--- src/hw/rtl/lcdns_pkg.sv ---
// shared types, codes and constants of the character lcd nibble sequencer
package lcdns_pkg;

    localparam int unsigned FIFO_DEPTH_DEF = 4;
    localparam int unsigned INIT_LEN       = 6;
    localparam int unsigned HOLD_W         = 17;
    localparam int unsigned CFG_DATA_W     = 16;
    localparam int unsigned CFG_IDX_W      = 2;

    typedef enum logic [2:0] {
        ACT_INIT   = 3'd0,
        ACT_CLEAR  = 3'd1,
        ACT_HOME   = 3'd2,
        ACT_CURSOR = 3'd3,
        ACT_CHAR   = 3'd4
    } t_action;

    localparam logic [CFG_IDX_W-1:0] CFG_STROBE = 2'd0;
    localparam logic [CFG_IDX_W-1:0] CFG_EXEC   = 2'd1;
    localparam logic [CFG_IDX_W-1:0] CFG_CLEAR  = 2'd2;
    localparam logic [CFG_IDX_W-1:0] CFG_HOME   = 2'd3;

    localparam logic [7:0] CMD_CLEAR    = 8'h01;
    localparam logic [7:0] CMD_HOME     = 8'h02;
    localparam logic [7:0] CMD_DDRAM    = 8'h80;
    localparam logic [7:0] NIBBLE_HI    = 8'hF0;
    localparam logic [7:0] NIBBLE_LO    = 8'h0F;

    localparam logic [7:0]  RST_STROBE = 8'd1;
    localparam logic [9:0]  RST_EXEC   = 10'd40;
    localparam logic [15:0] RST_CLEAR  = 16'd2000;
    localparam logic [15:0] RST_HOME   = 16'd2000;

    typedef enum logic [1:0] {
        EXTRA_NONE  = 2'd0,
        EXTRA_CLEAR = 2'd1,
        EXTRA_HOME  = 2'd2
    } t_extra;

    typedef struct packed {
        logic       rs;
        logic [7:0] data;
        t_extra     extra;
        logic       last;
    } t_byte_ent;

    typedef struct packed {
        logic [7:0]  strobe_us;
        logic [9:0]  exec_delay_us;
        logic [15:0] clear_delay_us;
        logic [15:0] home_delay_us;
    } t_cfg;

    function automatic logic [7:0] init_byte(input logic [2:0] idx);
        logic [7:0] b;
        unique case (idx)
            3'd0:    b = 8'h30;
            3'd1:    b = 8'h28;
            3'd2:    b = CMD_CLEAR;
            3'd3:    b = CMD_HOME;
            3'd4:    b = 8'h06;
            default: b = 8'h0C;
        endcase
        return b;
    endfunction

    function automatic t_extra cmd_extra(input logic [7:0] b);
        t_extra e;
        if (b == CMD_CLEAR) begin
            e = EXTRA_CLEAR;
        end else if (b == CMD_HOME) begin
            e = EXTRA_HOME;
        end else begin
            e = EXTRA_NONE;
        end
        return e;
    endfunction

endpackage

--- src/hw/rtl/lcdns_req_if.sv ---
// request channel: one lcd request per beat
interface lcdns_req_if;
    logic       valid;
    logic       ready;
    logic [2:0] action;
    logic [7:0] char_code;
    logic       line;
    logic [5:0] column;

    modport source (output valid, output action, output char_code, output line,
                    output column, input ready);
    modport sink   (input valid, input action, input char_code, input line,
                    input column, output ready);
endinterface

--- src/hw/rtl/lcdns_phase_if.sv ---
// phase channel: one lcd pin phase per beat
interface lcdns_phase_if;
    logic        valid;
    logic        ready;
    logic        reg_select;
    logic [3:0]  data_nibble;
    logic        enable;
    logic [16:0] hold_us;
    logic        last;

    modport source (output valid, output reg_select, output data_nibble,
                    output enable, output hold_us, output last, input ready);
    modport sink   (input valid, input reg_select, input data_nibble,
                    input enable, input hold_us, input last, output ready);
endinterface

--- src/hw/rtl/char_lcd_nibble_sequencer.sv ---
// top level of the character lcd 4-bit nibble sequencer
// use: each beat on i_req is one request (initialize, clear, home, set cursor,
// write character); each beat on o_phase is one pin state for the display,
// held for hold_us microseconds by the downstream pin driver
// a byte is four phases, upper nibble first, enable high then low per nibble;
// the final phase of a request carries last
// a single-byte request is written to the byte queue when its beat is taken, and
// its first phase is then registered by the phase generator; an initialize request
// first sets the front end's init state, which then writes its bytes to the queue
// throughput: one phase per cycle while o_phase.ready holds and bytes are queued
// the byte queue (FIFO_DEPTH entries) lets new requests in while phases wait
// on a stalled receiver; a full queue or an initialize expansion drops ready
// a stalled receiver holds the current phase on o_phase unchanged
// reset clears the queue and the phase counter and loads the register
// defaults: strobe 1, exec 40, clear 2000, home 2000 microseconds
// configuration writes take effect at the next edge, meant while idle
module char_lcd_nibble_sequencer #(
    parameter int unsigned FIFO_DEPTH = lcdns_pkg::FIFO_DEPTH_DEF
) (
    input  logic                               i_clk,
    input  logic                               i_rst_n,
    lcdns_req_if.sink                          i_req,
    lcdns_phase_if.source                      o_phase,
    input  logic                               i_cfg_we,
    input  logic [lcdns_pkg::CFG_IDX_W-1:0]    i_cfg_index,
    input  logic [lcdns_pkg::CFG_DATA_W-1:0]   i_cfg_wdata
);
    import lcdns_pkg::*;

    t_cfg       r_cfg;
    logic       full;
    logic       empty;
    logic       push;
    logic       pop;
    t_byte_ent  push_ent;
    t_byte_ent  head;

    always_ff @(posedge i_clk) begin
        if (!i_rst_n) begin
            r_cfg.strobe_us      <= RST_STROBE;
            r_cfg.exec_delay_us  <= RST_EXEC;
            r_cfg.clear_delay_us <= RST_CLEAR;
            r_cfg.home_delay_us  <= RST_HOME;
        end else if (i_cfg_we) begin
            unique case (i_cfg_index)
                CFG_STROBE: r_cfg.strobe_us      <= i_cfg_wdata[7:0];
                CFG_EXEC:   r_cfg.exec_delay_us  <= i_cfg_wdata[9:0];
                CFG_CLEAR:  r_cfg.clear_delay_us <= i_cfg_wdata;
                CFG_HOME:   r_cfg.home_delay_us  <= i_cfg_wdata;
                default:    r_cfg.strobe_us      <= r_cfg.strobe_us;
            endcase
        end
    end

    lcdns_front u_front (
        .i_clk      (i_clk),
        .i_rst_n    (i_rst_n),
        .i_req      (i_req),
        .i_full     (full),
        .o_push     (push),
        .o_push_ent (push_ent)
    );

    lcdns_fifo #(
        .DEPTH (FIFO_DEPTH)
    ) u_fifo (
        .i_clk      (i_clk),
        .i_rst_n    (i_rst_n),
        .i_push     (push),
        .i_push_ent (push_ent),
        .i_pop      (pop),
        .o_full     (full),
        .o_empty    (empty),
        .o_head     (head)
    );

    lcdns_back u_back (
        .i_clk   (i_clk),
        .i_rst_n (i_rst_n),
        .i_cfg   (r_cfg),
        .i_empty (empty),
        .i_head  (head),
        .o_pop   (pop),
        .o_phase (o_phase)
    );

endmodule

--- src/hw/rtl/lcdns_front.sv ---
// front end: accepts requests and expands them into classified bytes
module lcdns_front (
    input  logic                  i_clk,
    input  logic                  i_rst_n,
    lcdns_req_if.sink             i_req,
    input  logic                  i_full,
    output logic                  o_push,
    output lcdns_pkg::t_byte_ent  o_push_ent
);
    import lcdns_pkg::*;

    logic       r_init_active;
    logic [2:0] r_idx;
    logic       n_init_active;
    logic [2:0] n_idx;
    logic       accept;
    logic [7:0] init_b;

    assign i_req.ready = !r_init_active && !i_full;
    assign accept      = i_req.valid && i_req.ready;
    assign init_b      = init_byte(r_idx);

    always_comb begin
        n_init_active = r_init_active;
        n_idx         = r_idx;
        o_push        = 1'b0;
        o_push_ent    = '{rs: 1'b0, data: init_b, extra: cmd_extra(init_b),
                          last: (r_idx == 3'(INIT_LEN - 1))};
        if (r_init_active) begin
            if (!i_full) begin
                o_push = 1'b1;
                n_idx  = r_idx + 3'd1;
                if (r_idx == 3'(INIT_LEN - 1)) begin
                    n_init_active = 1'b0;
                end
            end
        end else if (accept) begin
            o_push_ent.last = 1'b1;
            unique case (i_req.action)
                ACT_INIT: begin
                    n_init_active = 1'b1;
                    n_idx         = 3'd0;
                end
                ACT_CLEAR: begin
                    o_push           = 1'b1;
                    o_push_ent.data  = CMD_CLEAR;
                    o_push_ent.extra = EXTRA_CLEAR;
                end
                ACT_HOME: begin
                    o_push           = 1'b1;
                    o_push_ent.data  = CMD_HOME;
                    o_push_ent.extra = EXTRA_HOME;
                end
                ACT_CURSOR: begin
                    o_push           = 1'b1;
                    o_push_ent.data  = CMD_DDRAM | {1'b0, i_req.line, i_req.column};
                    o_push_ent.extra = EXTRA_NONE;
                end
                ACT_CHAR: begin
                    o_push           = 1'b1;
                    o_push_ent.rs    = 1'b1;
                    o_push_ent.data  = i_req.char_code;
                    o_push_ent.extra = EXTRA_NONE;
                end
                default: begin
                    o_push = 1'b0;
                end
            endcase
        end
    end

    always_ff @(posedge i_clk) begin
        if (!i_rst_n) begin
            r_init_active <= 1'b0;
            r_idx         <= 3'd0;
        end else begin
            r_init_active <= n_init_active;
            r_idx         <= n_idx;
        end
    end

endmodule

--- src/hw/rtl/lcdns_fifo.sv ---
// byte queue between the front end and the phase generator
module lcdns_fifo #(
    parameter int unsigned DEPTH = lcdns_pkg::FIFO_DEPTH_DEF
) (
    input  logic                  i_clk,
    input  logic                  i_rst_n,
    input  logic                  i_push,
    input  lcdns_pkg::t_byte_ent  i_push_ent,
    input  logic                  i_pop,
    output logic                  o_full,
    output logic                  o_empty,
    output lcdns_pkg::t_byte_ent  o_head
);
    import lcdns_pkg::*;

    localparam int unsigned PTR_W = (DEPTH > 1) ? $clog2(DEPTH) : 1;
    localparam int unsigned CNT_W = $clog2(DEPTH + 1);

    t_byte_ent          r_mem [DEPTH];
    logic [PTR_W-1:0]   r_wr;
    logic [PTR_W-1:0]   r_rd;
    logic [CNT_W-1:0]   r_cnt;
    logic               do_push;
    logic               do_pop;

    assign o_full  = (r_cnt == CNT_W'(DEPTH));
    assign o_empty = (r_cnt == '0);
    assign o_head  = r_mem[r_rd];
    assign do_push = i_push && !o_full;
    assign do_pop  = i_pop && !o_empty;

    always_ff @(posedge i_clk) begin
        if (do_push) begin
            r_mem[r_wr] <= i_push_ent;
        end
    end

    always_ff @(posedge i_clk) begin
        if (!i_rst_n) begin
            r_wr  <= '0;
            r_rd  <= '0;
            r_cnt <= '0;
        end else begin
            if (do_push) begin
                r_wr <= (r_wr == PTR_W'(DEPTH - 1)) ? '0 : r_wr + 1'b1;
            end
            if (do_pop) begin
                r_rd <= (r_rd == PTR_W'(DEPTH - 1)) ? '0 : r_rd + 1'b1;
            end
            if (do_push && !do_pop) begin
                r_cnt <= r_cnt + 1'b1;
            end else if (do_pop && !do_push) begin
                r_cnt <= r_cnt - 1'b1;
            end
        end
    end

endmodule

--- src/hw/rtl/lcdns_back.sv ---
// back end: turns each queued byte into four registered pin phases
module lcdns_back (
    input  logic                  i_clk,
    input  logic                  i_rst_n,
    input  lcdns_pkg::t_cfg       i_cfg,
    input  logic                  i_empty,
    input  lcdns_pkg::t_byte_ent  i_head,
    output logic                  o_pop,
    lcdns_phase_if.source         o_phase
);
    import lcdns_pkg::*;

    logic                r_ov;
    logic [1:0]          r_phase;
    logic                r_rs;
    logic [3:0]          r_nib;
    logic                r_en;
    logic [HOLD_W-1:0]   r_hold;
    logic                r_last;
    logic                advance;
    logic [3:0]          nib;
    logic [HOLD_W-1:0]   extra;
    logic [HOLD_W-1:0]   tail;
    logic [HOLD_W-1:0]   strobe;

    assign advance = !r_ov || o_phase.ready;
    assign o_pop   = advance && !i_empty && (r_phase == 2'd3);

    assign strobe = HOLD_W'(i_cfg.strobe_us);
    assign nib    = r_phase[1] ? 4'(i_head.data & NIBBLE_LO)
                               : 4'((i_head.data & NIBBLE_HI) >> 4);

    always_comb begin
        unique case (i_head.extra)
            EXTRA_CLEAR: extra = HOLD_W'(i_cfg.clear_delay_us);
            EXTRA_HOME:  extra = HOLD_W'(i_cfg.home_delay_us);
            default:     extra = '0;
        endcase
    end

    assign tail = strobe + HOLD_W'(i_cfg.exec_delay_us) + extra;

    always_ff @(posedge i_clk) begin
        if (!i_rst_n) begin
            r_ov    <= 1'b0;
            r_phase <= 2'd0;
        end else if (advance) begin
            r_ov <= !i_empty;
            if (!i_empty) begin
                r_phase <= r_phase + 2'd1;
            end
        end
    end

    always_ff @(posedge i_clk) begin
        if (advance && !i_empty) begin
            r_rs   <= i_head.rs;
            r_nib  <= nib;
            r_en   <= !r_phase[0];
            r_hold <= (r_phase == 2'd3) ? tail : strobe;
            r_last <= i_head.last && (r_phase == 2'd3);
        end
    end

    assign o_phase.valid       = r_ov;
    assign o_phase.reg_select  = r_rs;
    assign o_phase.data_nibble = r_nib;
    assign o_phase.enable      = r_en;
    assign o_phase.hold_us     = r_hold;
    assign o_phase.last        = r_last;

endmodule
--- src/flat_wrapper.sv ---
// flat-port wrapper written by rule: the top's interface ports become plain ports
module char_lcd_nibble_sequencer_flat import lcdns_pkg::*;
#(
    parameter int unsigned FIFO_DEPTH = lcdns_pkg::FIFO_DEPTH_DEF
)
  (i_clk, i_rst_n, i_cfg_we, i_cfg_index, i_cfg_wdata, i_req_valid, i_req_action, i_req_char_code, i_req_line, i_req_column, i_req_ready, o_phase_valid, o_phase_reg_select, o_phase_data_nibble, o_phase_enable, o_phase_hold_us, o_phase_last, o_phase_ready);
  lcdns_req_if i_req_i ();
  lcdns_phase_if o_phase_i ();
  input  logic i_clk;
  input  logic i_rst_n;
  input  logic i_cfg_we;
  input  logic [lcdns_pkg::CFG_IDX_W-1:0] i_cfg_index;
  input  logic [lcdns_pkg::CFG_DATA_W-1:0] i_cfg_wdata;
  input wire logic [$bits(i_req_i.valid)-1:0] i_req_valid;
  input wire logic [$bits(i_req_i.action)-1:0] i_req_action;
  input wire logic [$bits(i_req_i.char_code)-1:0] i_req_char_code;
  input wire logic [$bits(i_req_i.line)-1:0] i_req_line;
  input wire logic [$bits(i_req_i.column)-1:0] i_req_column;
  output wire logic [$bits(i_req_i.ready)-1:0] i_req_ready;
  output wire logic [$bits(o_phase_i.valid)-1:0] o_phase_valid;
  output wire logic [$bits(o_phase_i.reg_select)-1:0] o_phase_reg_select;
  output wire logic [$bits(o_phase_i.data_nibble)-1:0] o_phase_data_nibble;
  output wire logic [$bits(o_phase_i.enable)-1:0] o_phase_enable;
  output wire logic [$bits(o_phase_i.hold_us)-1:0] o_phase_hold_us;
  output wire logic [$bits(o_phase_i.last)-1:0] o_phase_last;
  input wire logic [$bits(o_phase_i.ready)-1:0] o_phase_ready;
  assign i_req_i.valid = i_req_valid;
  assign i_req_i.action = i_req_action;
  assign i_req_i.char_code = i_req_char_code;
  assign i_req_i.line = i_req_line;
  assign i_req_i.column = i_req_column;
  assign i_req_ready = i_req_i.ready;
  assign o_phase_valid = o_phase_i.valid;
  assign o_phase_reg_select = o_phase_i.reg_select;
  assign o_phase_data_nibble = o_phase_i.data_nibble;
  assign o_phase_enable = o_phase_i.enable;
  assign o_phase_hold_us = o_phase_i.hold_us;
  assign o_phase_last = o_phase_i.last;
  assign o_phase_i.ready = o_phase_ready;
  char_lcd_nibble_sequencer #(.FIFO_DEPTH(FIFO_DEPTH)) u_core (.i_clk(i_clk), .i_rst_n(i_rst_n), .i_req(i_req_i), .o_phase(o_phase_i), .i_cfg_we(i_cfg_we), .i_cfg_index(i_cfg_index), .i_cfg_wdata(i_cfg_wdata));
endmodule
--- config.mk ---
export PLATFORM = sky130hd
export DESIGN_NAME = char_lcd_nibble_sequencer_flat
export DESIGN_NICKNAME = d
export VERILOG_FILES = /design/src/hw/rtl/lcdns_pkg.sv /design/src/hw/rtl/lcdns_req_if.sv /design/src/hw/rtl/lcdns_phase_if.sv /design/src/hw/rtl/char_lcd_nibble_sequencer.sv /design/src/hw/rtl/lcdns_front.sv /design/src/hw/rtl/lcdns_fifo.sv /design/src/hw/rtl/lcdns_back.sv /design/src/flat_wrapper.sv
export SDC_FILE = /design/constraint.sdc
export NUM_CORES = 1
export LEC_CHECK = 0
export BUFFER_PORTS_ARGS = -buffer_cell sky130_fd_sc_hd__buf_2
export CAP_MARGIN = 20
export CORE_MARGIN = 5
export CORE_UTILIZATION = 59
export CTS_BUF_LIST = sky130_fd_sc_hd__clkbuf_4 sky130_fd_sc_hd__clkbuf_8 sky130_fd_sc_hd__clkbuf_16
export DETAILED_ROUTE_END_ITERATION = 8
export PLACE_DENSITY = 0.86
export SLEW_MARGIN = 10
export SYNTH_ARGS = -nofsm -noshare
export SYNTH_HDL_FRONTEND = slang
export SYNTH_SLANG_ARGS = --single-unit
export TNS_END_PERCENT = 30
--- constraint.sdc ---
create_clock -name i_clk -period 5.2 [get_ports i_clk]
set_input_delay 0.26 -clock i_clk [delete_from_list [all_inputs] [get_ports i_clk]]
set_output_delay 0.26 -clock i_clk [all_outputs]
set_load 0.02 [all_outputs]
==> summary.txt, run 1 <==
Outcome
  – Status: complete, no violations

Place
  – Port bufs: 66
  – DP Area: 7080 µm²
  – Post-DP HPWL: 10000 µm
  – Final Wtd Congestion: 0.861
  – Inst Count DP: 793

Synthesis
  – YS warnings: 0
  – Syn Area/Cell: 10.9 µm²
  – Post-synth top area cell: edfxtp_1
  – Most used flip-flop cell after synthesis: edfxtp_1
  – Post-Syn Instances: 614
  – Synth Cell Area: 6670 µm²
  – Dominant cell by count in the synthesized netlist: nand2_1
  – Area fraction of the dominant cell type after synthesis: 32.4%
  – Synth unique cells: 56
  – Cells taking the most area after synthesis: edfxtp_1 32%, dfxtp_1 20%, nand2_1 6.4%
  – Most frequent cells after synthesis: 114 x nand2_1, 72 x edfxtp_1, 66 x dfxtp_1
  – EDFF count, synth: 72
  – Net count after synthesis: 690
  – Register area share after synthesis: 52.2%
  – #FFs+latches synth: 138
  – Async S/R FF share, synth: 0%

Power
  – VDD IR-drop max: 0.345 mV
  – NetSw: 0.000859 W
  – P_leak: 2.99 nW
  – Power share of the clock group: 40.0%
  – Flop pwr share: 42.5%
  – Sw frac: 27.1%
  – Internal: 0.00231 W
  – Combinational power share: 17.5%
  – Power Density: 410 nW/µm²

GRT
  – Vias in the first global route: 4966
  – GRT overflow: 0
  – First-pass GRT wire length: 24600 µm
  – Total GRT Usage: 23.9%
  – Number of antenna violations at the first check in global routing: 0
  – Largest net degree at the start of global routing: 67

Timing
  – Endpoints failing hold: 0
  – Slew headroom: 33.6%
  – Setup TNS: 0 ns
  – Final Cycle Share: 86.1%
  – RSZ-0062 raised after global routing: no
  – Slew @ Worst Pin: 0.996 ns
  – Final setup fails: 0
  – Fmax: 223 MHz
  – Post-route minimum period: 4.48 ns
  – Final Max Slew Viols: 0
  – Setup Skew: 0.00820 ns

Floorplanning
  – Die height: 116 µm
  – Die area: 13500 µm²
  – Initial Utilization: 61.0%
  – Core ar.: 10900 µm²
  – Io pins: 67
  – Die W: 116 µm
  – Row count: 38

Run
  – # Max-Cap Violations: 0

Drt
  – DRC Markers: 0
  – Initial detailed-routing violation count: 692
  – Met3 wire len: 1470 µm
  – DRT Pass-1 Iters: 5
  – M1 wire length: 6150 µm
  – Met2 routed WL: 7180 µm
  – Vias per cell: 6.00
  – Max Used Layer: met4
  – Drt total wl: 15200 µm
  – Via Count: 4953
  – DR WL/cell: 18.4 µm
  – Post-route ant nets: 0

Setup path
  – CP max stage delay: 0.73 ns
  – Crit-path slowest cell: dfxtp_1
  – Crit start category: register
  – CP cell instances: mux4_2 > inv_1 > ha_1 > a22oi_1 > nor2_1 > fa_1 > ha_1 > a21oi_1 > o21ai_2 > o211ai_2 > nor4bb_1 > or3_1
  – Critical path peak fanout: 16
  – Worst endpoint data arrival time: 4.63 ns
  – Critical path class: register to register
  – Critical Path End Type: register
  – Most common cell type on the critical path: ha_1
  – CP required: 5.35 ns

Clock network
  – Num CTS Buffers: 17
  – H-Tree Depth: 4
  – Clock tree buffer depth: 2
  – CTS tree: done
  – Post-CTS Setup Bufs: 0
  – Clk_lat worst skew: 0.42 ns
  – Post-CTS sizing: 0
  – Hold-fix buffers, CTS: 0
  – Clock sinks: 138
  – CTS Root Cell: clkbuf_16
  – Reg clk slew, reported paths: 0.06 ns

Finish
  – Layout Cells excl Fill: 826
  – ANT cells: 0
  – P&R area growth vs syn: 15.9%
  – # nets final: 749
  – Share of cells above drive strength 1: 19.7%
  – Finished Cell Area: 7730 µm²
  – Layout Utilization: 70.7%

Worst hold path
  – Tightest Hold Check Type: input port to register
## layout make-up
class | instances | area (µm²)
multi-input cells | 423 | 2990
fillers | 738 | 3200
repair buffers | 70 | 360
flip-flops and latches | 138 | 3480
well taps | 140 | 175
inverters | 23 | 86.3
clock buffers | 23 | 536
clock inverters | 9 | 104
## placed cells by master, fill, tap and decap left out, drive strengths merged, types with 10 or more instances in the layout
| cell | instances |
|---|---|
| a21boi | 33 |
| a21oi | 17 |
| a22oi | 18 |
| and2 | 13 |
| buf | 70 |
| clkbuf | 23 |
| dfxtp | 66 |
| edfxtp | 72 |
| fa | 10 |
| ha | 25 |
| inv | 25 |
| mux2i | 12 |
| mux4 | 12 |
| nand2 | 114 |
| nand3 | 23 |
| nor2 | 30 |
| nor2b | 15 |
| o21ai | 19 |
## metrics by stage
step | hold slack [ns] | total power [W] | worst slack, ns
finish | 0.0795 | 0.00317 | 0.724
global route | 0.0997 | 0.00329 | 0.545
floorplan | 0.384 | 0.00173 | 0.950
detailed placement | 0.466 | 0.00191 | 0.903
global placement | 0.454 | 0.00188 | 1.09
CTS | 0.0638 | 0.00317 | 0.780
## critical path: cells and delay by family (launching register included)
| family | cells | cell delay [ns] |
|---|---|---|
| adders and majority gates | 3 | 1.35 |
| AOI/OAI and AO/OA | 4 | 0.98 |
| DFF | 1 | 0.73 |
| and+or+nand+nor | 3 | 0.64 |
| muxes | 1 | 0.44 |
| buffers and inverters | 1 | 0.08 |
## per-layer routing
metal  vias to the layer above  GRT usage, %
li1                       2304             -
met1                      2345          32.6
met2                       262          36.8
met3                        42          6.37
met4                         0          9.20
met5                         -             0
## registers in the layout, summed over array words and instances (netlist names), 3 cells and up, named ones only
register	cells
u_core.r_cfg	50
u_core.u_back.o_phase.data_nibble	4
u_core.u_back.o_phase.hold_us	17
u_core.u_fifo.r_cnt	3
u_core.u_fifo.r_mem	48
u_core.u_front.r_idx	3
## cell families after synthesis
family / synth area share, %
AND/OR/NAND/NOR: 16.6
multiplexers: 7.37
AO/OA/AOI/OAI: 11.7
buffers and inverters: 3.10
adder cells (fa/ha/maj): 7.69
flip-flops: 52.2
XOR/XNOR: 1.31
## power by group through the flow
stage / clock, W / sequential [W] / combinational (W)
global route: 0.00133 / 0.00136 / 0.000607
floorplan: 0 / 0.00144 / 0.000295
finish: 0.00127 / 0.00135 / 0.000555
global placement: 0 / 0.00136 / 0.000524
detailed placement: 0 / 0.00137 / 0.000542
CTS: 0.00127 / 0.00135 / 0.000555
## worst paths after layout
check                                      from                                 to  slack [ns]  depth (start not counted)
worst max-delay path                   register  u_core.u_back.o_phase.hold_us[12]        0.72                         12
worst min-delay path            i_cfg_wdata[10]                   u_core.r_cfg[10]        0.08                          3
worst max register to register         register  u_core.u_back.o_phase.hold_us[12]        0.72                         12
worst min register to register  u_core.r_cfg[1]                    u_core.r_cfg[1]        0.47                          2
Note: power is estimated with default switching activity, not from simulation.
==> run 2, diff against run 1 <==
--- a/config.mk
+++ b/config.mk
@@ -11,6 +11,7 @@
 export CORE_UTILIZATION = 59
 export CTS_BUF_LIST = sky130_fd_sc_hd__clkbuf_4 sky130_fd_sc_hd__clkbuf_8 sky130_fd_sc_hd__clkbuf_16
 export DETAILED_ROUTE_END_ITERATION = 8
+export GPL_ROUTABILITY_DRIVEN = 0
 export PLACE_DENSITY = 0.86
 export SLEW_MARGIN = 10
 export SYNTH_ARGS = -nofsm -noshare
==> constraint.sdc (replaced) <==
create_clock -name i_clk -period 5.2 [get_ports i_clk]
set_input_delay 1.04 -clock i_clk [delete_from_list [all_inputs] [get_ports i_clk]]
set_output_delay 1.04 -clock i_clk [all_outputs]
set_load 0.02 [all_outputs]
==> summary.txt, run 2 (same netlist as run 1, synthesis figures left out) <==
Place
  – Post-DP HPWL: 10400 µm
  – Dpl ws: 0.871 ns
  – Inst Count DP: 793
  – Port bufs: 66

Power
  – VDD IR-drop max: 0.280 mV
  – Sw frac: 29.2%
  – Power Density: 397 nW/µm²
  – Flop pwr share: 44.3%
  – Internal: 0.00215 W
  – Total power: 0.00304 W
  – NetSw: 0.000889 W
  – Combinational power share: 18.4%
  – Power share of the clock group: 37.2%
  – P_leak: 2.93 nW

Finish
  – P&R area growth vs syn: 14.7%
  – Share of cells above drive strength 1: 19.7%
  – Max reg flops: 50
  – # nets final: 749
  – Area of the multi-input gates: 2990 µm²
  – Commonest non-fill, non-tap cells in the layout: 114 x nand2_1, 72 x edfxtp_1, 66 x dfxtp_1, 66 x buf_2, 33 x a21boi_0
  – Commonest non-fill, non-tap cell in the layout: nand2_1
  – ANT cells: 0
  – Register area: 3480 µm²
  – Most flops, register: u_core.r_cfg
  – Layout Cells excl Fill: 826
  – # fillers: 773

Timing
  – Slew headroom: 32.4%
  – Post-route minimum period: 4.56 ns
  – Final Worst Setup Slack: 0.639 ns
  – Hold WS: 0.467 ns
  – Setup Skew: 0.00754 ns
  – Slew @ Worst Pin: 1.01 ns
  – Final setup fails: 0
  – Endpoints failing hold: 0
  – Setup TNS: 0 ns
  – Final Max Slew Viols: 0
  – RSZ-0062 raised after global routing: no
  – Fmax: 219 MHz
  – Final Cycle Share: 87.7%

Drt
  – Post-route ant nets: 0
  – Drt total wl: 16200 µm
  – DRT Pass-1 Iters: 6
  – Vias per cell: 6.15
  – Initial detailed-routing violation count: 640
  – DR WL/cell: 19.6 µm
  – DRC Markers: 0
  – Via Count: 5076

GRT
  – First-pass GRT wire length: 26000 µm
  – GRT overflow: 0
  – Vias in the first global route: 5171
  – Largest net degree at the start of global routing: 67
  – Total GRT Usage: 25.2%
  – Number of antenna violations at the first check in global routing: 0

Worst hold path
  – Tightest Hold Check Type: register to register

Floorplanning
  – Row count: 38
  – Die W: 116 µm
  – Die height: 116 µm
  – Initial Utilization: 61.0%
  – Core ar.: 10900 µm²
  – Io pins: 67
  – Die area: 13500 µm²

Setup path
  – Critical path peak fanout: 16
  – Critical Path End Type: register
  – CP required: 5.36 ns
  – Worst endpoint data arrival time: 4.72 ns
  – Crit start category: register
  – Critical path class: register to register

Clock network
  – Num CTS Buffers: 17
  – Post-CTS sizing: 0
  – Clock tree buffer depth: 2
  – Hold-fix buffers, CTS: 0
  – CTS Root Cell: clkbuf_16
  – Reg clk slew, reported paths: 0.06 ns
  – Post-CTS Setup Bufs: 0
  – CTS tree: done
  – H-Tree Depth: 4
  – Clock sinks: 138
  – Clk_lat worst skew: 0.41 ns

Run
  – # Max-Cap Violations: 0

Outcome
  – Status: complete, no violations
[run 2: worst paths after layout]
kind | from | endpoint | slack, ns | depth (start not counted)
worst min-delay path | u_core.r_cfg[11] | u_core.r_cfg[11] | 0.47 | 2
worst min register to register | u_core.r_cfg[11] | u_core.r_cfg[11] | 0.47 | 2
worst max-delay path | register | u_core.u_back.o_phase.hold_us[12] | 0.64 | 13
worst max register to register | register | u_core.u_back.o_phase.hold_us[12] | 0.64 | 13
[run 2: power groups by stage]
| stage | clock network, W | registers [W] | logic (W) |
|---|---|---|---|
| finish | 0.00113 | 0.00135 | 0.000561 |
| global route | 0.00119 | 0.00136 | 0.000611 |
| CTS | 0.00114 | 0.00135 | 0.000560 |
| detailed placement | 0 | 0.00137 | 0.000551 |
| global placement | 0 | 0.00136 | 0.000524 |
| floorplan | 0 | 0.00144 | 0.000295 |
[run 2: area by class of cell]
cell class	instances	share of cell area [%]
clock buffers	18	5.66
flip-flops and latches	138	45.5
multi-input cells	423	39.0
clock inverters	14	1.62
repair buffers	70	4.76
well taps	140	2.29
inverters	23	1.13
[run 2: routing by layer]
metal  global-route usage, %  share of wire [%]
met1                    32.5                 38
met2                    41.5                 48
met3                    6.48                 10
met4                    9.13                3.1
met5                       0                  0
[run 2: worst max-delay path: stages (launching register included)]
cell and delay [ns]:
dfxtp_1 0.33, buf_4 0.27, mux4_2 0.56, inv_1 0.08
ha_1 0.55, a22oi_1 0.23, nor2_1 0.25, fa_1 0.48
ha_1 0.27, a211oi_1 0.36, o21ai_2 0.14, o211ai_2 0.31
nor4bb_1 0.10, or3_1 0.36
[run 2: metrics by stage]
stage / util (%) / area (µm²)
6_report: 70.0 / 7650
5_1_grt: 70.0 / 7650
4_1_cts: 69.9 / 7640
3_3_place_gp: 64.8 / 7080
3_5_place_dp: 64.8 / 7080
2_1_floorplan: - / 6670
